==> config.mk <==
export PLATFORM = sky130hd
export DESIGN_NAME = radix_number_formatter
export DESIGN_NICKNAME = d
export VERILOG_FILES = /design/src/hdl/rnf_pkg.sv /design/src/hdl/rnf_sub_unit.sv /design/src/hdl/rnf_seq.sv /design/src/hdl/radix_number_formatter.sv
export VERILOG_INCLUDE_DIRS = /design/src /design/src/hdl
export SDC_FILE = /design/constraint.sdc
export NUM_CORES = 1
export LEC_CHECK = 0
export BUFFER_PORTS_ARGS = -buffer_cell sky130_fd_sc_hd__buf_2
export CAP_MARGIN = 0
export CORE_UTILIZATION = 55
export CTS_BUF_LIST = sky130_fd_sc_hd__clkbuf_2 sky130_fd_sc_hd__clkbuf_4 sky130_fd_sc_hd__clkbuf_8
export CTS_CLUSTER_SIZE = 16
export DETAILED_ROUTE_END_ITERATION = 7
export PLACE_DENSITY_LB_ADDON = 0.15
export REMOVE_ABC_BUFFERS = 1
export SLEW_MARGIN = 40
export SYNTH_ARGS = -nofsm -noshare
export SYNTH_HDL_FRONTEND = slang
export SYNTH_HIERARCHICAL = 1
export SYNTH_SLANG_ARGS = --single-unit
==> constraint.sdc <==
create_clock -name clk_i -period 6.7 [get_ports clk_i]
set_clock_uncertainty 0.15 [all_clocks]
set_input_delay 0.67 -clock clk_i [delete_from_list [all_inputs] [get_ports clk_i]]
set_output_delay 0.67 -clock clk_i [all_outputs]
set_load 0.02 [all_outputs]
==> src/hdl/radix_number_formatter_assert.svh <==
// assertion macros for the radix number formatter rtl
// depends on clk_i and rst_ni being present in the including module
`ifndef RADIX_NUMBER_FORMATTER_ASSERT_SVH
`define RADIX_NUMBER_FORMATTER_ASSERT_SVH

`ifndef SYNTHESIS
// implication checked on every rising clock edge outside reset
`define RNF_ASSERT_IMP(label, ante, cons, msg) \
  label: assert property (@(posedge clk_i) disable iff (!rst_ni) (ante) |-> (cons)) \
    else $error(msg);
// consequence checked in the cycle after the antecedent
`define RNF_ASSERT_NEXT(label, ante, cons, msg) \
  label: assert property (@(posedge clk_i) disable iff (!rst_ni) (ante) |=> (cons)) \
    else $error(msg);
`else
`define RNF_ASSERT_IMP(label, ante, cons, msg)
`define RNF_ASSERT_NEXT(label, ante, cons, msg)
`endif

`endif

==> src/hdl/rnf_pkg.sv <==
// shared types and constants for the radix number formatter
// no dependencies
package rnf_pkg;

  localparam int unsigned MAX_WIDTH = 32;
  localparam int unsigned LEN_W     = $clog2(MAX_WIDTH + 1);
  localparam int unsigned POS_W     = $clog2(MAX_WIDTH);
  localparam int unsigned REQ_W     = 6;
  localparam int unsigned WANT_W    = (LEN_W > REQ_W) ? LEN_W : REQ_W;
  localparam int unsigned NUM_W     = 32;
  localparam int unsigned CHAR_W    = 7;
  localparam int unsigned IN_DATA_W = 40;
  localparam int unsigned OUT_DATA_W = 8;

  typedef enum logic [1:0] {
    RADIX_DEC  = 2'd0,
    RADIX_HEX  = 2'd1,
    RADIX_OCT  = 2'd2,
    RADIX_NONE = 2'd3
  } radix_e;

  typedef struct packed {
    logic              valid;
    logic [CHAR_W-1:0] character;
    logic              last;
  } emit_t;

endpackage

==> src/hdl/rnf_sub_unit.sv <==
// shared compare and subtract unit of the radix number formatter
// depends on rnf_pkg
module rnf_sub_unit (
  input  logic [rnf_pkg::NUM_W-1:0] a_i,
  input  logic [rnf_pkg::NUM_W-1:0] b_i,
  output logic                      ge_o,
  output logic [rnf_pkg::NUM_W-1:0] diff_o
);
  import rnf_pkg::*;

  logic [NUM_W:0] wide_diff;

  // borrow out of the subtraction gives the compare
  assign wide_diff = {1'b0, a_i} - {1'b0, b_i};
  assign ge_o      = ~wide_diff[NUM_W];
  assign diff_o    = wide_diff[NUM_W-1:0];

endmodule

==> src/hdl/rnf_seq.sv <==
// digit sequencer: counts natural digits, then produces one character per digit
// depends on rnf_pkg, rnf_sub_unit and radix_number_formatter_assert.svh
`include "radix_number_formatter_assert.svh"

module rnf_seq (
  input  logic                      clk_i,
  input  logic                      rst_ni,
  input  logic                      in_valid_i,
  output logic                      in_ready_o,
  input  rnf_pkg::radix_e           radix_i,
  input  logic [rnf_pkg::NUM_W-1:0] number_i,
  input  logic [rnf_pkg::REQ_W-1:0] min_width_i,
  input  logic                      out_free_i,
  output rnf_pkg::emit_t            emit_o
);
  import rnf_pkg::*;

  typedef enum logic [1:0] {
    ST_IDLE,
    ST_COUNT,
    ST_EMIT
  } state_e;

  state_e             state_q, state_d;
  radix_e             radix_q, radix_d;
  logic [NUM_W-1:0]   rem_q, rem_d;
  logic [LEN_W-1:0]   want_q, want_d;
  logic [POS_W-1:0]   pos_q, pos_d;
  logic [3:0]         dig_q, dig_d;

  logic [NUM_W-1:0]   thr;
  logic               ge;
  logic [NUM_W-1:0]   diff;
  logic               dec_step;
  logic [3:0]         digit;
  logic [LEN_W-1:0]   nat;
  logic [LEN_W-1:0]   len;
  logic [WANT_W-1:0]  want_ext;
  logic [LEN_W-1:0]   want_sat;
  logic               accept;
  logic               emit_fire;

  // powers of ten for decimal, powers of the radix for the digit count scan
  function automatic logic [NUM_W-1:0] thr_value(radix_e r, logic [3:0] idx);
    logic [NUM_W-1:0] res;
    res = '1;
    case (r)
      RADIX_DEC: begin
        case (idx)
          4'd0: res = 32'd1;
          4'd1: res = 32'd10;
          4'd2: res = 32'd100;
          4'd3: res = 32'd1000;
          4'd4: res = 32'd10000;
          4'd5: res = 32'd100000;
          4'd6: res = 32'd1000000;
          4'd7: res = 32'd10000000;
          4'd8: res = 32'd100000000;
          4'd9: res = 32'd1000000000;
          default: res = '1;
        endcase
      end
      RADIX_HEX: begin
        if (idx < 4'd8) res = NUM_W'(1) << {idx[2:0], 2'b00};
      end
      RADIX_OCT: begin
        if (idx < 4'd11) res = NUM_W'(1) << ({2'b00, idx} + {1'b0, idx, 1'b0});
      end
      default: res = '1;
    endcase
    return res;
  endfunction

  function automatic logic [3:0] hex_digit(logic [NUM_W-1:0] v, logic [2:0] idx);
    logic [NUM_W-1:0] sh;
    sh = v >> {idx, 2'b00};
    return sh[3:0];
  endfunction

  function automatic logic [3:0] oct_digit(logic [NUM_W-1:0] v, logic [3:0] idx);
    logic [NUM_W:0] sh;
    sh = {1'b0, v} >> ({2'b00, idx} + {1'b0, idx, 1'b0});
    return {1'b0, sh[2:0]};
  endfunction

  function automatic logic [CHAR_W-1:0] glyph(logic [3:0] d);
    logic [CHAR_W-1:0] res;
    if (d < 4'd10) res = CHAR_W'(8'h30) + CHAR_W'(d);
    else           res = CHAR_W'(8'h41) + CHAR_W'(d - 4'd10);
    return res;
  endfunction

  rnf_sub_unit u_sub (
    .a_i    (rem_q),
    .b_i    (thr),
    .ge_o   (ge),
    .diff_o (diff)
  );

  assign thr        = thr_value(radix_q, pos_q[3:0]);
  assign in_ready_o = (state_q == ST_IDLE);
  assign accept     = in_valid_i && in_ready_o;
  assign dec_step   = (radix_q == RADIX_DEC) && (pos_q < POS_W'(10)) && ge;

  always_comb begin
    digit = 4'd0;
    case (radix_q)
      RADIX_DEC: if (pos_q < POS_W'(10)) digit = dig_q;
      RADIX_HEX: if (pos_q < POS_W'(8))  digit = hex_digit(rem_q, pos_q[2:0]);
      RADIX_OCT: if (pos_q < POS_W'(11)) digit = oct_digit(rem_q, pos_q[3:0]);
      default:   digit = 4'd0;
    endcase
  end

  // saturate the requested width
  assign want_ext = WANT_W'(min_width_i);
  assign want_sat = (want_ext > WANT_W'(MAX_WIDTH)) ? LEN_W'(MAX_WIDTH)
                                                    : LEN_W'(want_ext);

  assign nat = ge ? (LEN_W'(pos_q) + LEN_W'(1)) : LEN_W'(1);
  assign len = (want_q > nat) ? want_q : nat;

  assign emit_fire        = (state_q == ST_EMIT) && !dec_step && out_free_i;
  assign emit_o.valid     = emit_fire;
  assign emit_o.character = glyph(digit);
  assign emit_o.last      = (pos_q == '0);

  always_comb begin
    state_d = state_q;
    radix_d = radix_q;
    rem_d   = rem_q;
    want_d  = want_q;
    pos_d   = pos_q;
    dig_d   = dig_q;
    case (state_q)
      ST_IDLE: begin
        if (accept && radix_i != RADIX_NONE) begin
          state_d = ST_COUNT;
          radix_d = radix_i;
          rem_d   = number_i;
          want_d  = want_sat;
          dig_d   = 4'd0;
          case (radix_i)
            RADIX_DEC: pos_d = POS_W'(9);
            RADIX_HEX: pos_d = POS_W'(7);
            default:   pos_d = POS_W'(10);
          endcase
        end
      end
      ST_COUNT: begin
        // scan from the top digit down until the value reaches that position
        if (ge || pos_q == POS_W'(1)) begin
          state_d = ST_EMIT;
          pos_d   = POS_W'(len - LEN_W'(1));
        end else begin
          pos_d = pos_q - POS_W'(1);
        end
      end
      ST_EMIT: begin
        if (dec_step) begin
          rem_d = diff;
          dig_d = dig_q + 4'd1;
        end else if (emit_fire) begin
          dig_d = 4'd0;
          if (pos_q == '0) state_d = ST_IDLE;
          else             pos_d   = pos_q - POS_W'(1);
        end
      end
      default: state_d = ST_IDLE;
    endcase
  end

  always_ff @(posedge clk_i or negedge rst_ni) begin
    if (!rst_ni) begin
      state_q <= ST_IDLE;
    end else begin
      state_q <= state_d;
    end
  end

  always_ff @(posedge clk_i) begin
    radix_q <= radix_d;
    rem_q   <= rem_d;
    want_q  <= want_d;
    pos_q   <= pos_d;
    dig_q   <= dig_d;
  end

  `RNF_ASSERT_IMP(a_emit_needs_room, emit_o.valid, out_free_i, "character emitted into a full output stage")
  `RNF_ASSERT_IMP(a_dec_digit_range, state_q == ST_EMIT && radix_q == RADIX_DEC, dig_q <= 4'd9, "decimal digit above nine")
  `RNF_ASSERT_NEXT(a_last_ends_item, emit_o.valid && emit_o.last, state_q == ST_IDLE, "sequencer busy after last character")
  `RNF_ASSERT_NEXT(a_none_radix_idle, accept && radix_i == RADIX_NONE, state_q == ST_IDLE, "unused radix started a conversion")

endmodule

==> src/hdl/radix_number_formatter.sv <==
// radix number formatter: one number in, one ascii character per transaction out.
// digit count scan from the top position down, then one character per digit:
// hex and octal digits shifted out, decimal digits by repeated subtraction;
// each character is then held in the output register. the input is not ready until
// the last character of an item has entered that register, so items do not overlap.
// reset: asynchronous, active low, clears sequencer state and the output valid.
module radix_number_formatter (
  input  logic                           clk_i,
  input  logic                           rst_ni,
  input  logic                           s_axis_tvalid,
  output logic                           s_axis_tready,
  input  logic [rnf_pkg::IN_DATA_W-1:0]  s_axis_tdata,  // number [31:0], min_width [37:32]
  input  logic [1:0]                     s_axis_tuser,  // req_type [1:0]
  output logic                           m_axis_tvalid,
  input  logic                           m_axis_tready,
  output logic [rnf_pkg::OUT_DATA_W-1:0] m_axis_tdata,  // character [6:0]
  output logic                           m_axis_tlast   // last
);
  import rnf_pkg::*;

  emit_t              emit;
  logic               out_free;
  logic               valid_q, valid_d;
  logic [CHAR_W-1:0]  char_q;
  logic               last_q;

  assign out_free = !valid_q || m_axis_tready;

  rnf_seq u_seq (
    .clk_i       (clk_i),
    .rst_ni      (rst_ni),
    .in_valid_i  (s_axis_tvalid),
    .in_ready_o  (s_axis_tready),
    .radix_i     (radix_e'(s_axis_tuser)),
    .number_i    (s_axis_tdata[NUM_W-1:0]),
    .min_width_i (s_axis_tdata[NUM_W+REQ_W-1:NUM_W]),
    .out_free_i  (out_free),
    .emit_o      (emit)
  );

  // output register holds a character until its transaction completes
  always_comb begin
    valid_d = valid_q;
    if (emit.valid)         valid_d = 1'b1;
    else if (m_axis_tready) valid_d = 1'b0;
  end

  always_ff @(posedge clk_i or negedge rst_ni) begin
    if (!rst_ni) begin
      valid_q <= 1'b0;
    end else begin
      valid_q <= valid_d;
    end
  end

  always_ff @(posedge clk_i) begin
    if (emit.valid) begin
      char_q <= emit.character;
      last_q <= emit.last;
    end
  end

  assign m_axis_tvalid = valid_q;
  assign m_axis_tdata  = {{(OUT_DATA_W - CHAR_W){1'b0}}, char_q};
  assign m_axis_tlast  = last_q;

endmodule

* Word-level counts from Yosys, hierarchy flattened
Memory sizes are Yosys's and may differ from the RTL's. A register that Yosys moved wholly into a read port is not among the register bits.
Index checks and enable logic that the tools add are counted.
** Cells by class
- Shift operators :: 4
- Multiplexer cells :: 33
- Reductions and logical operators :: 22
- Bitwise operators :: 1
- Eq/ne operators :: 15
- $add $sub $neg :: 9
- $lt $le $gt $ge :: 8
** Operators by type and width (number)
- $mux W32 :: 4
- $pmux W32 S3 :: 1
- $pmux W32 S2 :: 1
- $sub A32 B32 Y33 :: 1
- $shl A1 B5 Y32 const A :: 1
- $shl A1 B6 Y32 const A :: 1
- $shr A32 B5 Y4 :: 1
- $shr A32 B6 Y3 :: 1
- $mux W5 :: 6
- $mux W4 :: 6
- $pmux W4 S2 :: 2
- $lt A5 B4 Y1 const B :: 3
- $pmux W5 S3 :: 1
- $lt A4 B4 Y1 const B :: 3
- $pmux W4 S3 :: 1
- $mux W2 :: 5
- $ne A2 B2 Y1 const B :: 5
- $reduce_and A5 Y1 :: 2
- $sub A5 B1 Y5 const B :: 2
- $add A6 B4 Y7 const A :: 1
- $add A7 B7 Y7 const A :: 1
- $mux W7 :: 1
- $add A4 B5 Y6 :: 1
- $add A5 B1 Y6 const B :: 1
- other kinds (23) :: 40
** Word-level totals
- Bits in read-only memories :: 512
- Flip-flop bits (word level) :: 60
- Input bits :: 46
- Memories :: 1
- Output and inout bits :: 11
- Word-level logic and storage cells :: 102
** Memory list
- (name not given) :: depth 16, bits a word 32, rd ports 1, clocked after Yosys merged registers in 1, write ports 0, line rnf_seq.sv:49 : case (idx)

* Logic depth before layout (Yosys ltp)
- Word-level depth :: 14
- Gate-level depth with buffers :: 35
- Depth with buffers taken out :: 30

* Modules after synthesis
Netlist, hierarchy kept.
** Modules (own cells, without submodules)
- rnf_seq :: area an instance 6164.7 sq um, times used 1, seq. area each 2001.9 sq um, cells an instance 636
- rnf_sub_unit :: area an instance 1981.9 sq um, times used 1, seq. area each 0.0 sq um, cells an instance 302
- radix_number_formatter :: area an instance 299.0 sq um, times used 1, seq. area each 265.3 sq um, cells an instance 13

* Least setup slack after synthesis
No wires, ideal clock.
- Kind :: register to register
- Start point :: register u_seq.pos_q[2]
- End point :: register (tool-made name)
- Setup time :: 0.115 ns
- Clock period less this slack :: 7.413 ns
- Setup slack :: -0.713 ns
- Data arrival time :: 7.148 ns
- Required time :: 6.435 ns
- Buffers on the path :: 3
- Stages on the path, launching flop included :: 34
- Path through :: edfxtp_1 clkbuf_1 clkinv_1 ha_1 buf_6 and3_4 o21ai_1 nand2_1 and3_1 a21oi_1 o21ai_0 ha_1 fa_1 nand2b_1 a21oi_2 o21ai_0 a21oi_1 a311oi_1 o21ai_0 buf_2 nand2_1 or3_1 ha_1 and4_1 and3_1 a31oi_4 mux2i_1 o21ai_1 inv_1 mux2i_1 inv_1 ha_1 a21o_1 and2_1
** RTL lines
- start, declared :: line rnf_seq.sv:28 : logic [POS_W-1:0] pos_q, pos_d;
- start signal, assigned :: line rnf_seq.sv:185 : pos_q <= pos_d;

==> results.sh <==
export IMPL_antenna_found_initial=0
export IMPL_vias_per_cell=6.01
export IMPL_worst_slew_pin_slew_ns=0.680
export IMPL_die_area_um2=15900
export IMPL_setup_slack_ns=0.170
export IMPL_ioPinCount=57
export IMPL_outcome="finished, final reports clean"
export IMPL_ant_nets=0
export IMPL_max_freq_mhz=153
export IMPL_netlist_instances=951
export IMPL_hp_class="input port to register"
export IMPL_fillCellCount=1240
export IMPL_root_buffer="clkbuf_8"
export IMPL_row_count=44
export IMPL_num_vias=7637
export IMPL_wl_um=22700
export IMPL_place_congestion=0.965
export IMPL_grt_pass1_wl_um=36600
export IMPL_drv_slew=0
export IMPL_cts_tree="yes"
export IMPL_cts_buffer_depth=2
export IMPL_core_area_um2=14800
export IMPL_grt_pass1_vias=7354
export IMPL_globalRouteMet1Util=0.389
export IMPL_critPathCaptureType="register"
export IMPL_synth_edf_count=57
export IMPL_dp_hpwl_um=17200
export IMPL_synthTopCellsByArea="edfxtp_1 (20%), ha_1 (10%), mux4_2 (6.9%), a21oi_1 (6.5%), dfxtp_1 (5.7%)"
export IMPL_drive_above_1_share=0.303
export IMPL_cap_violations=0
export IMPL_num_nets_final=1198
export IMPL_synth_distinct_cells=90
export IMPL_crit_path_max_fanout=5
export IMPL_first_iter_violations=607
export IMPL_path_clk_slew_ns=0.09
export IMPL_arrival_ns=6.65
export IMPL_finalSetupTns_ns=0
export IMPL_async_flop_share=0.0357
export IMPL_worst_hold_slack_ns=0.368
export IMPL_htreeDepth=3
export IMPL_synth_area_um2=8450
export IMPL_fin_crit_ns=6.53
export IMPL_final_setup_viol_count=0
export IMPL_ys_flop_type="edfxtp_1"
export IMPL_wl_per_cell_um=17.9
export IMPL_dr_pass1_iters=7
export IMPL_yosysWarnings=6
export IMPL_crit_type="register to register"
export IMPL_seq_area_frac_synth=0.268
export IMPL_cts_made_buffers=9
export IMPL_track_usage=0.293
export IMPL_cpPeakStageDelay_ns=0.51
export IMPL_grt_max_degree=45
export IMPL_die_h_um=126
export IMPL_yosys_cell_count_top_type="a21oi_1"
export IMPL_hold_violations=0
export IMPL_synth_seq_cells=84
export IMPL_initial_core_util=0.572
export IMPL_crit_required_ns=6.82
export IMPL_yosys_top_cells_count="a21oi_1 (110), inv_1 (86), nand2_1 (75), nor2_1 (69)"
export IMPL_die_x_um=126
export IMPL_avgSynthCellArea_um2=8.88
export IMPL_synth_top_area_frac=0.203
export IMPL_drc=0
export IMPL_start_kind="register"
export IMPL_relSlewSlack=0.545
export IMPL_clock_latency_ns=0.39
export IMPL_period_share=0.975
export IMPL_grt_met2_usage=0.471
export IMPL_gr_total_overflow=0
export IMPL_netlist_top_cell_by_area="edfxtp_1"
export IMPL_antenna_cells=0
export IMPL_post_place_ws_ns=-0.242
export IMPL_cpMaxStageDelayCell="edfxtp_1"
export IMPL_numPortBuffers=53
export IMPL_numClockSinks=84
export IMPL_grt_met3_usage=0.0506
export IMPL_grt_busiest_layer="met2"
export IMPL_area_growth_pct=19.4
==> cell type report <==
cell class                      count  area (um2)  share of cell area
Tap cell                          184         230              0.0228
Clock inverter                      6        87.6             0.00868
Multi-Input combinational cell    727        5840               0.579
Clock buffer                       10         131              0.0130
Timing Repair Buffer              172        1200               0.119
Inverter                           88         330              0.0328
Sequential cell                    84        2270               0.225
==> stage by stage <==
step,instances,util,cell area [um2]
finish,1271,0.684,10100
global route,1271,0.684,10100
CTS,1263,0.664,9790
detailed placement,1246,0.646,9530
global placement,1245,0.644,9500
floorplan,899,-,8160
==> cells by family after synthesis <==
family,count (synthesis),synth area share
and+or+nand+nor,255,0.149
xor gates and xnor gates,43,0.0455
adders and majority gates,70,0.105
buffers and inverters,140,0.0724
other,1,0.000444
DFF,84,0.268
AOI/OAI and AO/OA,279,0.213
muxes,79,0.146
==> what timing repair did <==
item                                    CTS  global route
resized for setup                        14            59
hold buffers                              1             0
pin swaps                                 4            21
setup buffers                             0             9
endpoints found under the setup margin   23            26
endpoints found under the hold margin     3             0
==> worst paths after layout <==
kind	cells after the start	from	slack, ns	end
setup / recovery	32	u_seq/pos_q[1]	0.17	register
hold / removal	1	s_axis_tuser[0]	0.37	u_seq/radix_q[0]
setup reg to reg	32	u_seq/pos_q[1]	0.17	register
hold reg to reg	2	u_seq/state_q[0]	0.40	u_seq/state_q[0]
max in group asynchronous	2	rst_ni	5.84	m_axis_tvalid
min in group asynchronous	2	rst_ni	0.44	u_seq/state_q[0]
==> cells in the final DEF (no fill, tap or decap), drive strengths merged, types with 3 or more instances in the layout <==
cell,netlist,layout
mux2,36,36
o311ai,4,4
o21ai,78,78
nand3b,6,6
nand2,76,76
clkinv,1,3
nand2b,18,18
edfxtp,57,57
and3,18,18
o211ai,8,8
clkbuf,27,10
nor2,69,69
and2,7,7
mux2i,13,13
nor3,10,10
a21oi,112,112
inv,87,89
a311oi,4,4
mux4,30,30
buf,25,171
or3,3,3
nand4,9,9
o2bb2ai,3,3
nor2b,14,14
nand3,13,13
a22oi,7,7
a21o,14,14
xnor2,27,27
xor2,16,16
o2111ai,6,6
dfrtp,3,3
a211oi,3,3
dfxtp,24,24
ha,68,68
a31oi,6,6
a21boi,7,7
o2111a,3,3
==> per-layer routing <==
layer  vias up  share of wire
met1      3586           0.45
met5         -              0
met4         0          0.031
met2       297           0.46
met3        54          0.061
li1       3700              -
==> critical path: cells and delay by family, from the launching register on <==
kind	cells	cell delay [ns]
muxes	1	0.25
DFF	1	0.51
buffers and inverters	6	0.87
AOI/OAI and AO/OA	12	2.03
adders and majority gates	4	0.98
and+or+nand+nor	9	1.62
Power is not shown: default switching activity piles up to over one toggle a cycle in this logic, so the estimate is an artifact.
